<file path="src/tsq_pkg.sv">
package tsq_pkg;

    localparam int SAMPLES_PER_AXIS_DEF = 10;
    localparam int TRIM_EACH_END_DEF    = 2;

    localparam int SAMPLE_W = 12;
    localparam int POS_W    = 16;
    localparam int CFG_IDX_W  = 3;
    localparam int CFG_DATA_W = 16;

    localparam logic [CFG_IDX_W-1:0] REG_RAW_MODE    = 3'd0;
    localparam logic [CFG_IDX_W-1:0] REG_AGREE_RANGE = 3'd1;
    localparam logic [CFG_IDX_W-1:0] REG_X_GAIN      = 3'd2;
    localparam logic [CFG_IDX_W-1:0] REG_X_OFFSET    = 3'd3;
    localparam logic [CFG_IDX_W-1:0] REG_Y_GAIN      = 3'd4;
    localparam logic [CFG_IDX_W-1:0] REG_Y_OFFSET    = 3'd5;

    localparam logic [POS_W-1:0] NO_TOUCH = 16'hFFFF;

    // Control carried from the sequencer into every sorting cell.
    typedef struct packed {
        logic insert;  // a new sample enters the chain this cycle
        logic clear;   // empty the chain before the next group
        logic shift;   // drain: every cell takes its left neighbor
    } cell_ctrl_t;

endpackage

</file>
<file path="src/tsq_sort_cell.sv">
// One cell of an insertion-sorting chain. Cells hold values in ascending order;
// empty cells sit at the high end. On insert, a cell keeps its value, takes the new
// value, or takes its left neighbor's value.
module tsq_sort_cell (
    input  logic                         clk,
    input  logic                         rst_n,
    input  tsq_pkg::cell_ctrl_t          ctrl,
    input  logic [tsq_pkg::SAMPLE_W-1:0] new_val,
    input  logic [tsq_pkg::SAMPLE_W-1:0] left_val,
    input  logic                         left_full,
    input  logic                         left_moves,
    output logic [tsq_pkg::SAMPLE_W-1:0] val,
    output logic                         full,
    output logic                         moves
);
    logic [tsq_pkg::SAMPLE_W-1:0] val_reg, val_next;
    logic                         full_reg, full_next;

    // This cell is displaced when it is empty or holds a larger value.
    assign moves = !full_reg || (val_reg > new_val);

    always_comb
    begin
        val_next  = val_reg;
        full_next = full_reg;
        if (ctrl.clear) begin
            full_next = 1'b0;
        end else if (ctrl.shift) begin
            val_next  = left_val;
            full_next = left_full;
        end else if (ctrl.insert && moves) begin
            if (left_moves) begin
                val_next  = left_val;
                full_next = left_full;
            end else begin
                val_next  = new_val;
                full_next = 1'b1;
            end
        end
    end

    always_ff @(posedge clk or negedge rst_n)
    begin
        if (!rst_n) begin
            full_reg <= 1'b0;
        end else begin
            full_reg <= full_next;
        end
    end

    always_ff @(posedge clk)
    begin
        val_reg <= val_next;
    end

    assign val  = val_reg;
    assign full = full_reg;
endmodule

</file>
<file path="src/tsq_sort_chain.sv">
// A row of sorting cells. After a group is inserted, shifting drains the values
// out of the last cell in descending order.
module tsq_sort_chain #(
    parameter int N = tsq_pkg::SAMPLES_PER_AXIS_DEF
) (
    input  logic                         clk,
    input  logic                         rst_n,
    input  tsq_pkg::cell_ctrl_t          ctrl,
    input  logic [tsq_pkg::SAMPLE_W-1:0] new_val,
    output logic [tsq_pkg::SAMPLE_W-1:0] tail_val
);
    logic [tsq_pkg::SAMPLE_W-1:0] vals [N];
    logic [N-1:0]                 fulls;
    logic [N-1:0]                 moves;

    for (genvar i = 0; i < N; i++) begin : g_cell
        logic [tsq_pkg::SAMPLE_W-1:0] lv;
        logic                         lf;
        logic                         lm;
        if (i == 0) begin : g_first
            assign lv = '0;
            assign lf = 1'b0;
            assign lm = 1'b0;
        end else begin : g_rest
            assign lv = vals[i-1];
            assign lf = fulls[i-1];
            assign lm = moves[i-1];
        end
        tsq_sort_cell u_cell (
            .clk        (clk),
            .rst_n      (rst_n),
            .ctrl       (ctrl),
            .new_val    (new_val),
            .left_val   (lv),
            .left_full  (lf),
            .left_moves (lm),
            .val        (vals[i]),
            .full       (fulls[i]),
            .moves      (moves[i])
        );
    end

    assign tail_val = vals[N-1];
endmodule

</file>
<file path="src/touch_sample_qualifier_unit.sv">
// Touch sample qualifier: trimmed-mean filter for resistive touch samples.
// A sample beat that does not end a group is absorbed without a stall, so a group's samples
// may arrive back to back while no result beat waits on the output. A beat ending one of the
// first three groups stalls the input while the sorting chain drains and the mean is divided.
// The beat ending the fourth group shows its result after division and calibration; a pen-up
// beat shows it next cycle. Reset clears control and sets the configuration to its defaults.
module touch_sample_qualifier_unit #(
    parameter int SAMPLES_PER_AXIS = tsq_pkg::SAMPLES_PER_AXIS_DEF,
    parameter int TRIM_EACH_END    = tsq_pkg::TRIM_EACH_END_DEF
) (
    input  logic                           clk,
    input  logic                           rst_n,
    // configuration write port
    input  logic                           cfg_we,
    input  logic [tsq_pkg::CFG_IDX_W-1:0]  cfg_index,
    input  logic [tsq_pkg::CFG_DATA_W-1:0] cfg_data,
    // input channel
    input  logic                           in_valid,
    output logic                           in_stall,
    input  logic                           cmd,
    input  logic [tsq_pkg::SAMPLE_W-1:0]   sample,
    // output channel
    output logic                           out_valid,
    input  logic                           out_stall,
    output logic [tsq_pkg::POS_W-1:0]      x_pos,
    output logic [tsq_pkg::POS_W-1:0]      y_pos,
    output logic                           pressed,
    output logic                           new_press,
    output logic [tsq_pkg::POS_W-1:0]      start_x,
    output logic [tsq_pkg::POS_W-1:0]      start_y,
    output logic                           pair_agreed
);
    localparam int N         = SAMPLES_PER_AXIS;
    localparam int TRIM      = (2 * TRIM_EACH_END >= N) ? (N - 1) / 2 : TRIM_EACH_END;
    localparam int KEPT      = N - 2 * TRIM;
    localparam int CNT_W     = $clog2(N + 1);
    localparam int SUM_W     = tsq_pkg::SAMPLE_W + $clog2(N + 1);
    // Reciprocal for dividing the trimmed sum by KEPT: a multiply, then a
    // small correction step.
    localparam int RSH       = SUM_W + 2;
    localparam longint RECIP = ((64'd1 << RSH) / KEPT);
    localparam int RW        = RSH + 1;

    localparam logic [2:0] ST_IDLE  = 3'd0;
    localparam logic [2:0] ST_DRAIN = 3'd1;
    localparam logic [2:0] ST_DIV   = 3'd2;
    localparam logic [2:0] ST_FIX   = 3'd3;
    localparam logic [2:0] ST_CAL   = 3'd4;
    localparam logic [2:0] ST_SAT   = 3'd5;
    localparam logic [2:0] ST_OUT   = 3'd6;

    // configuration
    logic                         raw_mode_reg;
    logic [tsq_pkg::SAMPLE_W-1:0] agree_range_reg;
    logic signed [15:0]           x_gain_reg, x_offset_reg, y_gain_reg, y_offset_reg;

    always_ff @(posedge clk or negedge rst_n)
    begin
        if (!rst_n) begin
            raw_mode_reg    <= 1'b0;
            agree_range_reg <= 12'd30;
            x_gain_reg      <= 16'sd4096;
            x_offset_reg    <= '0;
            y_gain_reg      <= 16'sd4096;
            y_offset_reg    <= '0;
        end else if (cfg_we) begin
            case (cfg_index)
                tsq_pkg::REG_RAW_MODE:    raw_mode_reg    <= cfg_data[0];
                tsq_pkg::REG_AGREE_RANGE: agree_range_reg <= cfg_data[11:0];
                tsq_pkg::REG_X_GAIN:      x_gain_reg      <= cfg_data;
                tsq_pkg::REG_X_OFFSET:    x_offset_reg    <= cfg_data;
                tsq_pkg::REG_Y_GAIN:      y_gain_reg      <= cfg_data;
                tsq_pkg::REG_Y_OFFSET:    y_offset_reg    <= cfg_data;
                default: ;
            endcase
        end
    end

    // control and data state
    logic [2:0]                   state_reg, state_next;
    logic [CNT_W-1:0]             pos_reg, pos_next;      // place within a group
    logic [1:0]                   phase_reg, phase_next;  // which of the four groups
    logic [CNT_W-1:0]             drain_reg, drain_next;
    logic [SUM_W-1:0]             sum_reg, sum_next;
    logic [SUM_W+RW-1:0]          prod_reg, prod_next;
    logic [tsq_pkg::SAMPLE_W:0]   quot_reg, quot_next;
    logic [tsq_pkg::SAMPLE_W-1:0] fx_reg, fx_next, fy_reg, fy_next, sx_reg, sx_next;
    logic [tsq_pkg::SAMPLE_W-1:0] ax_reg, ax_next, ay_reg, ay_next;
    logic                         agreed_reg, agreed_next;
    logic signed [45:0]           vx_reg, vx_next, vy_reg, vy_next;
    logic [tsq_pkg::POS_W-1:0]    cur_x_reg, cur_x_next, cur_y_reg, cur_y_next;
    logic [tsq_pkg::POS_W-1:0]    px_reg, px_next, py_reg, py_next;
    logic                         pen_reg, pen_next;
    logic                         newp_reg, newp_next;
    logic                         ov_reg, ov_next;

    tsq_pkg::cell_ctrl_t          ctrl;
    logic [tsq_pkg::SAMPLE_W-1:0] tail_val;

    tsq_sort_chain #(.N(N)) u_chain (
        .clk      (clk),
        .rst_n    (rst_n),
        .ctrl     (ctrl),
        .new_val  (sample),
        .tail_val (tail_val)
    );

    logic accept;
    assign in_stall = (state_reg != ST_IDLE) || ov_reg;
    assign accept   = in_valid && !in_stall;

    function automatic logic close_f(input logic [11:0] a, input logic [11:0] b,
                                     input logic [11:0] r);
        logic [11:0] d;
        begin
            d = (a > b) ? a - b : b - a;
            close_f = d < r;
        end
    endfunction

    function automatic logic [15:0] sat_f(input logic signed [45:0] v);
        logic signed [45:0] q;
        begin
            q = v >>> 12;
            if (v < 0)
                sat_f = '0;
            else if (q > 46'sd65535)
                sat_f = 16'hFFFF;
            else
                sat_f = q[15:0];
        end
    endfunction

    logic [tsq_pkg::SAMPLE_W-1:0] mean;
    assign mean = quot_reg[tsq_pkg::SAMPLE_W-1:0];

    always_comb
    begin
        state_next  = state_reg;
        pos_next    = pos_reg;
        phase_next  = phase_reg;
        drain_next  = drain_reg;
        sum_next    = sum_reg;
        prod_next   = prod_reg;
        quot_next   = quot_reg;
        fx_next     = fx_reg;
        fy_next     = fy_reg;
        sx_next     = sx_reg;
        ax_next     = ax_reg;
        ay_next     = ay_reg;
        agreed_next = agreed_reg;
        vx_next     = vx_reg;
        vy_next     = vy_reg;
        cur_x_next  = cur_x_reg;
        cur_y_next  = cur_y_reg;
        px_next     = px_reg;
        py_next     = py_reg;
        pen_next    = pen_reg;
        newp_next   = newp_reg;
        ov_next     = ov_reg && out_stall;
        ctrl        = '0;

        case (state_reg)
            ST_IDLE:
            begin
                if (accept) begin
                    if (cmd) begin
                        // Pen up ends a press or marks no touch, and aborts a scan.
                        ctrl.clear  = 1'b1;
                        pos_next    = '0;
                        phase_next  = '0;
                        if (pen_reg) begin
                            pen_next = 1'b0;
                        end else begin
                            px_next    = '0;
                            py_next    = '0;
                            cur_x_next = tsq_pkg::NO_TOUCH;
                            cur_y_next = tsq_pkg::NO_TOUCH;
                        end
                        newp_next   = 1'b0;
                        agreed_next = 1'b0;
                        ov_next     = 1'b1;
                    end else begin
                        ctrl.insert = 1'b1;
                        if (pos_reg == CNT_W'(N - 1)) begin
                            pos_next   = '0;
                            drain_next = '0;
                            sum_next   = '0;
                            state_next = ST_DRAIN;
                        end else begin
                            pos_next = pos_reg + 1'b1;
                        end
                    end
                end
            end
            ST_DRAIN:
            begin
                // Values leave the tail largest first; keep the middle ones.
                ctrl.shift = 1'b1;
                if (drain_reg >= CNT_W'(TRIM) && drain_reg < CNT_W'(N - TRIM))
                    sum_next = sum_reg + SUM_W'(tail_val);
                drain_next = drain_reg + 1'b1;
                if (drain_reg == CNT_W'(N - 1)) begin
                    ctrl.shift = 1'b0;
                    ctrl.clear = 1'b1;
                    state_next = ST_DIV;
                end
            end
            ST_DIV:
            begin
                prod_next  = (SUM_W+RW)'(sum_reg) * (SUM_W+RW)'(RECIP);
                state_next = ST_FIX;
            end
            ST_FIX:
            begin
                // Estimate may fall one short; correct with one compare.
                quot_next = (tsq_pkg::SAMPLE_W+1)'(prod_reg >> RSH);
                if ((SUM_W+RW)'(sum_reg) >=
                    (SUM_W+RW)'(quot_next + 1'b1) * (SUM_W+RW)'(KEPT))
                    quot_next = quot_next + 1'b1;
                if (phase_reg inside {2'd0, 2'd1, 2'd2})
                    state_next = ST_SAT;
                else
                    state_next = ST_CAL;
            end
            ST_CAL:
            begin
                agreed_next = close_f(fx_reg, sx_reg, agree_range_reg)
                           && close_f(fy_reg, mean, agree_range_reg);
                ax_next = 12'(({1'b0, fx_reg} + {1'b0, sx_reg}) >> 1);
                ay_next = 12'(({1'b0, fy_reg} + {1'b0, mean}) >> 1);
                vx_next = 46'(x_gain_reg * $signed({1'b0, ax_next}))
                        + 46'($signed({x_offset_reg, 12'b0}));
                vy_next = 46'(y_gain_reg * $signed({1'b0, ay_next}))
                        + 46'($signed({y_offset_reg, 12'b0}));
                state_next = ST_SAT;
            end
            ST_SAT:
            begin
                case (phase_reg)
                    2'd0: begin fx_next = mean; state_next = ST_IDLE; end
                    2'd1: begin fy_next = mean; state_next = ST_IDLE; end
                    2'd2: begin sx_next = mean; state_next = ST_IDLE; end
                    default:
                    begin
                        if (agreed_reg) begin
                            cur_x_next = raw_mode_reg ? 16'(ax_reg) : sat_f(vx_reg);
                            cur_y_next = raw_mode_reg ? 16'(ay_reg) : sat_f(vy_reg);
                        end
                        state_next = ST_OUT;
                    end
                endcase
                phase_next = phase_reg + 1'b1;
            end
            ST_OUT:
            begin
                newp_next = !pen_reg;
                if (!pen_reg) begin
                    pen_next = 1'b1;
                    px_next  = cur_x_reg;
                    py_next  = cur_y_reg;
                end
                ov_next    = 1'b1;
                state_next = ST_IDLE;
            end
            default: state_next = ST_IDLE;
        endcase
    end

    always_ff @(posedge clk or negedge rst_n)
    begin
        if (!rst_n) begin
            state_reg  <= ST_IDLE;
            pos_reg    <= '0;
            phase_reg  <= '0;
            drain_reg  <= '0;
            fx_reg     <= '0;
            fy_reg     <= '0;
            sx_reg     <= '0;
            cur_x_reg  <= '0;
            cur_y_reg  <= '0;
            px_reg     <= '0;
            py_reg     <= '0;
            pen_reg    <= 1'b0;
            newp_reg   <= 1'b0;
            agreed_reg <= 1'b0;
            ov_reg     <= 1'b0;
        end else begin
            state_reg  <= state_next;
            pos_reg    <= pos_next;
            phase_reg  <= phase_next;
            drain_reg  <= drain_next;
            fx_reg     <= fx_next;
            fy_reg     <= fy_next;
            sx_reg     <= sx_next;
            cur_x_reg  <= cur_x_next;
            cur_y_reg  <= cur_y_next;
            px_reg     <= px_next;
            py_reg     <= py_next;
            pen_reg    <= pen_next;
            newp_reg   <= newp_next;
            agreed_reg <= agreed_next;
            ov_reg     <= ov_next;
        end
    end

    always_ff @(posedge clk)
    begin
        sum_reg  <= sum_next;
        prod_reg <= prod_next;
        quot_reg <= quot_next;
        ax_reg   <= ax_next;
        ay_reg   <= ay_next;
        vx_reg   <= vx_next;
        vy_reg   <= vy_next;
    end

    // The result beat reads the state registers directly; they hold while the
    // beat waits because no input is taken until it leaves.
    assign out_valid   = ov_reg;
    assign x_pos       = cur_x_reg;
    assign y_pos       = cur_y_reg;
    assign pressed     = pen_reg;
    assign new_press   = newp_reg;
    assign start_x     = px_reg;
    assign start_y     = py_reg;
    assign pair_agreed = agreed_reg;
endmodule
</file>
<file path="config.mk">
export PLATFORM = sky130hd
export DESIGN_NAME = touch_sample_qualifier_unit
export DESIGN_NICKNAME = d
export VERILOG_FILES = /design/src/tsq_pkg.sv /design/src/tsq_sort_cell.sv /design/src/tsq_sort_chain.sv /design/src/touch_sample_qualifier_unit.sv
export SDC_FILE = /design/constraint.sdc
export NUM_CORES = 2
export LEC_CHECK = 0
export ABC_CLOCK_PERIOD_IN_PS = 18150
export BUFFER_PORTS_ARGS = -buffer_cell sky130_fd_sc_hd__buf_4
export CAP_MARGIN = 15
export CORE_MARGIN = 2
export CORE_UTILIZATION = 40
export CTS_BUF_LIST = sky130_fd_sc_hd__clkbuf_4
export CTS_CLUSTER_SIZE = 28
export DETAILED_ROUTE_END_ITERATION = 10
export PLACE_DENSITY_LB_ADDON = 0.05
export SYNTH_ARGS = -nofsm -noshare
export SYNTH_HDL_FRONTEND = slang
export SYNTH_SLANG_ARGS = --single-unit
</file>
<file path="constraint.sdc">
create_clock -name clk -period 18.15 [get_ports clk]
set_clock_uncertainty 0.1 [all_clocks]
set_input_delay 0 -clock clk [delete_from_list [all_inputs] [get_ports clk]]
set_output_delay 0 -clock clk [all_outputs]
set_load 0.01 [all_outputs]
</file>
==> impl_metrics.toml <==
[route]
wirelength_mm = 118
via_per_inst = 5.05
antenna_left = 0
firstDrtPassIters = 5
drt_iter0_drc = 1780
wire_per_inst_um = 20.0
vias = 29900
drc = 0

[finish]
utilization = 0.449
largest_reg_flops = 120
layout-drive-gt1-share = 0.133
nNetsFinal = 5431
mostFrequentLayoutCell = "inv_1"
mostFrequentLayoutCells = "inv_1 (760), ha_1 (516), fa_1 (470)"
area_growth_pct = 11.7

[synthesis]
synth_fp_nets = 5201
syn_area_um2 = 43000
synth.avg_cell_area_um2 = 10.3
yosysWarnings = 0
yosysSeqAreaShare = 0.274
ys_seq_elements = 425
synthCells = 4178
ys_async_sr_fraction = 0.480
synthFlopType = "edfxtp_1"
synth_edf_count = 221
ys_types = 86

[clock_tree]
post_cts_buffers = 0
insertion_delay_ns = 1.05
cts_made_buffers = 132
cts_max_path_buffers = 3
clock-sinks = 425
cts_tree = "done"
ctsResizeCount = 0
path_clk_slew_ns = 0.07
root_buffer = "clkbuf_4"
cts_hold_buf = 83
htree_num_levels = 4

[sta]
rsz0062_at_grt = "false"
finalSetupViolCount = 0
tns_ns = 0
finalCritPeriodShare = 0.467
worst_pin_slew_ns = 1.18
max_freq_mhz = 118
fin_crit_ns = 8.47
max_slew_margin = 0.210
whs_ns = 0.150
drv_slew = 0
finalHoldViolations = 0

[critical_path]
max_stage_delay_ns = 0.79
required_ns = 18.79
crit_path_max_fanout = 17
critPathSlowestCell = "xnor2_2"
worstSetupStartpointType = "flop"
critPathCaptureType = "flop"
worstSetupPathType = "reg -> reg"
crit_top_cell = "fa_1"
worstPathArrival_ns = 9.11

[global_routing]
antenna_found_initial = 7
grt_usage = 0.220
grt_max_degree = 87
grt_pass1_wl_mm = 186
grt_pass1_vias = 31600
grt_overflow = 0

[place]
gp_congestion = 0.846
port_buffers = 105
dpl.hpwl_mm = 87.9

[floorplan]
dieArea_um2 = 110000
die_x_um = 332
die_y_um = 332
rows = 120
pin_count = 106
core_area_um2 = 107000
initial_utilization = 0.402

[flow_run]
max_cap_viol_count = 0

[worst_hold_path]
hold_path.class = "in -> async"

[run_status]
status = "complete, no violations"
cells by family after synthesis:
family | share of synthesized area
adder cells (fa/ha/maj) | 0.369
buffers and inverters | 0.0811
AND/OR/NAND/NOR | 0.0982
AO/OA/AOI/OAI | 0.0993
flip-flops | 0.274
multiplexers | 0.0483
XOR/XNOR | 0.0302
layout make-up:
cell class / instances / area, um2
diodes: 5 / 12.5
clock buffers: 195 / 1460
clock inverters: 43 / 279
fillers: 10400 / 58800
inverters: 761 / 2860
multi-input cells: 2845 / 27800
flip-flops and latches: 425 / 11700
well taps: 1403 / 1760
repair buffers: 243 / 2060
stage by stage:
stage / instance area [um2] / instances / worst slack (ns)
after floorplan: 43000 / 4178 / 10.39
after global placement: 45300 / 5592 / 9.73
after detailed placement: 45300 / 5592 / 9.65
after CTS: 47900 / 5913 / 9.63
after global routing: 48000 / 5920 / 9.13
final: 48000 / 5920 / 9.68
layer usage:
layer  vias up  track usage  share of wire
li1      14300            -              -
met1     14700        0.313           0.48
met2       677        0.344           0.44
met3       164       0.0359          0.049
met4         2       0.0663          0.023
met5         -            0       0.000076
worst max-delay path: cells and delay by family, from the launching register on:
kind            cells  cell delay (ns)
buf+inv             4             0.31
flops               1             0.43
simple gates        3             0.46
fa+ha+maj           8             3.90
compound gates     10             2.08
xor+xnor            2             0.89
worst paths after layout:
path / startpoint / to / slack [ns] / cells after the start
setup reg to reg: quot_reg[1] / vy_reg[29] / 9.68 / 27
max in group asynchronous: rst_n / y_offset_reg[10] / 17.01 / 4
hold reg to reg: new_press / new_press / 0.40 / 1
min in group clk: sample[8] / u_chain.g_cell[0].u_cell.val[8] / 0.17 / 4
hold / removal: rst_n / fy_reg[10] / 0.15 / 4
setup / recovery: quot_reg[1] / vy_reg[29] / 9.68 / 27
synthesized netlist by cell type, types with 37 or more instances:
master | number | area [um2]
xor2_1 | 44 | 385
buf_2 | 37 | 185
a21o_1 | 71 | 533
nor2_1 | 144 | 541
nor3_1 | 45 | 225
nand2_1 | 387 | 1450
mux2_2 | 168 | 1890
nor2b_1 | 86 | 538
dfrtp_1 | 198 | 4950
o21ai_0 | 164 | 821
ha_1 | 516 | 6460
xnor2_1 | 95 | 832
fa_1 | 470 | 9410
nand4_1 | 55 | 344
clkbuf_1 | 100 | 375
and2_1 | 62 | 388
a21oi_1 | 125 | 626
edfxtp_1 | 221 | 6640
inv_1 | 760 | 2850
Power is left out: the tool's default activity adds up to more than one toggle a clock period on the data nets, which glitch-free logic cannot reach.
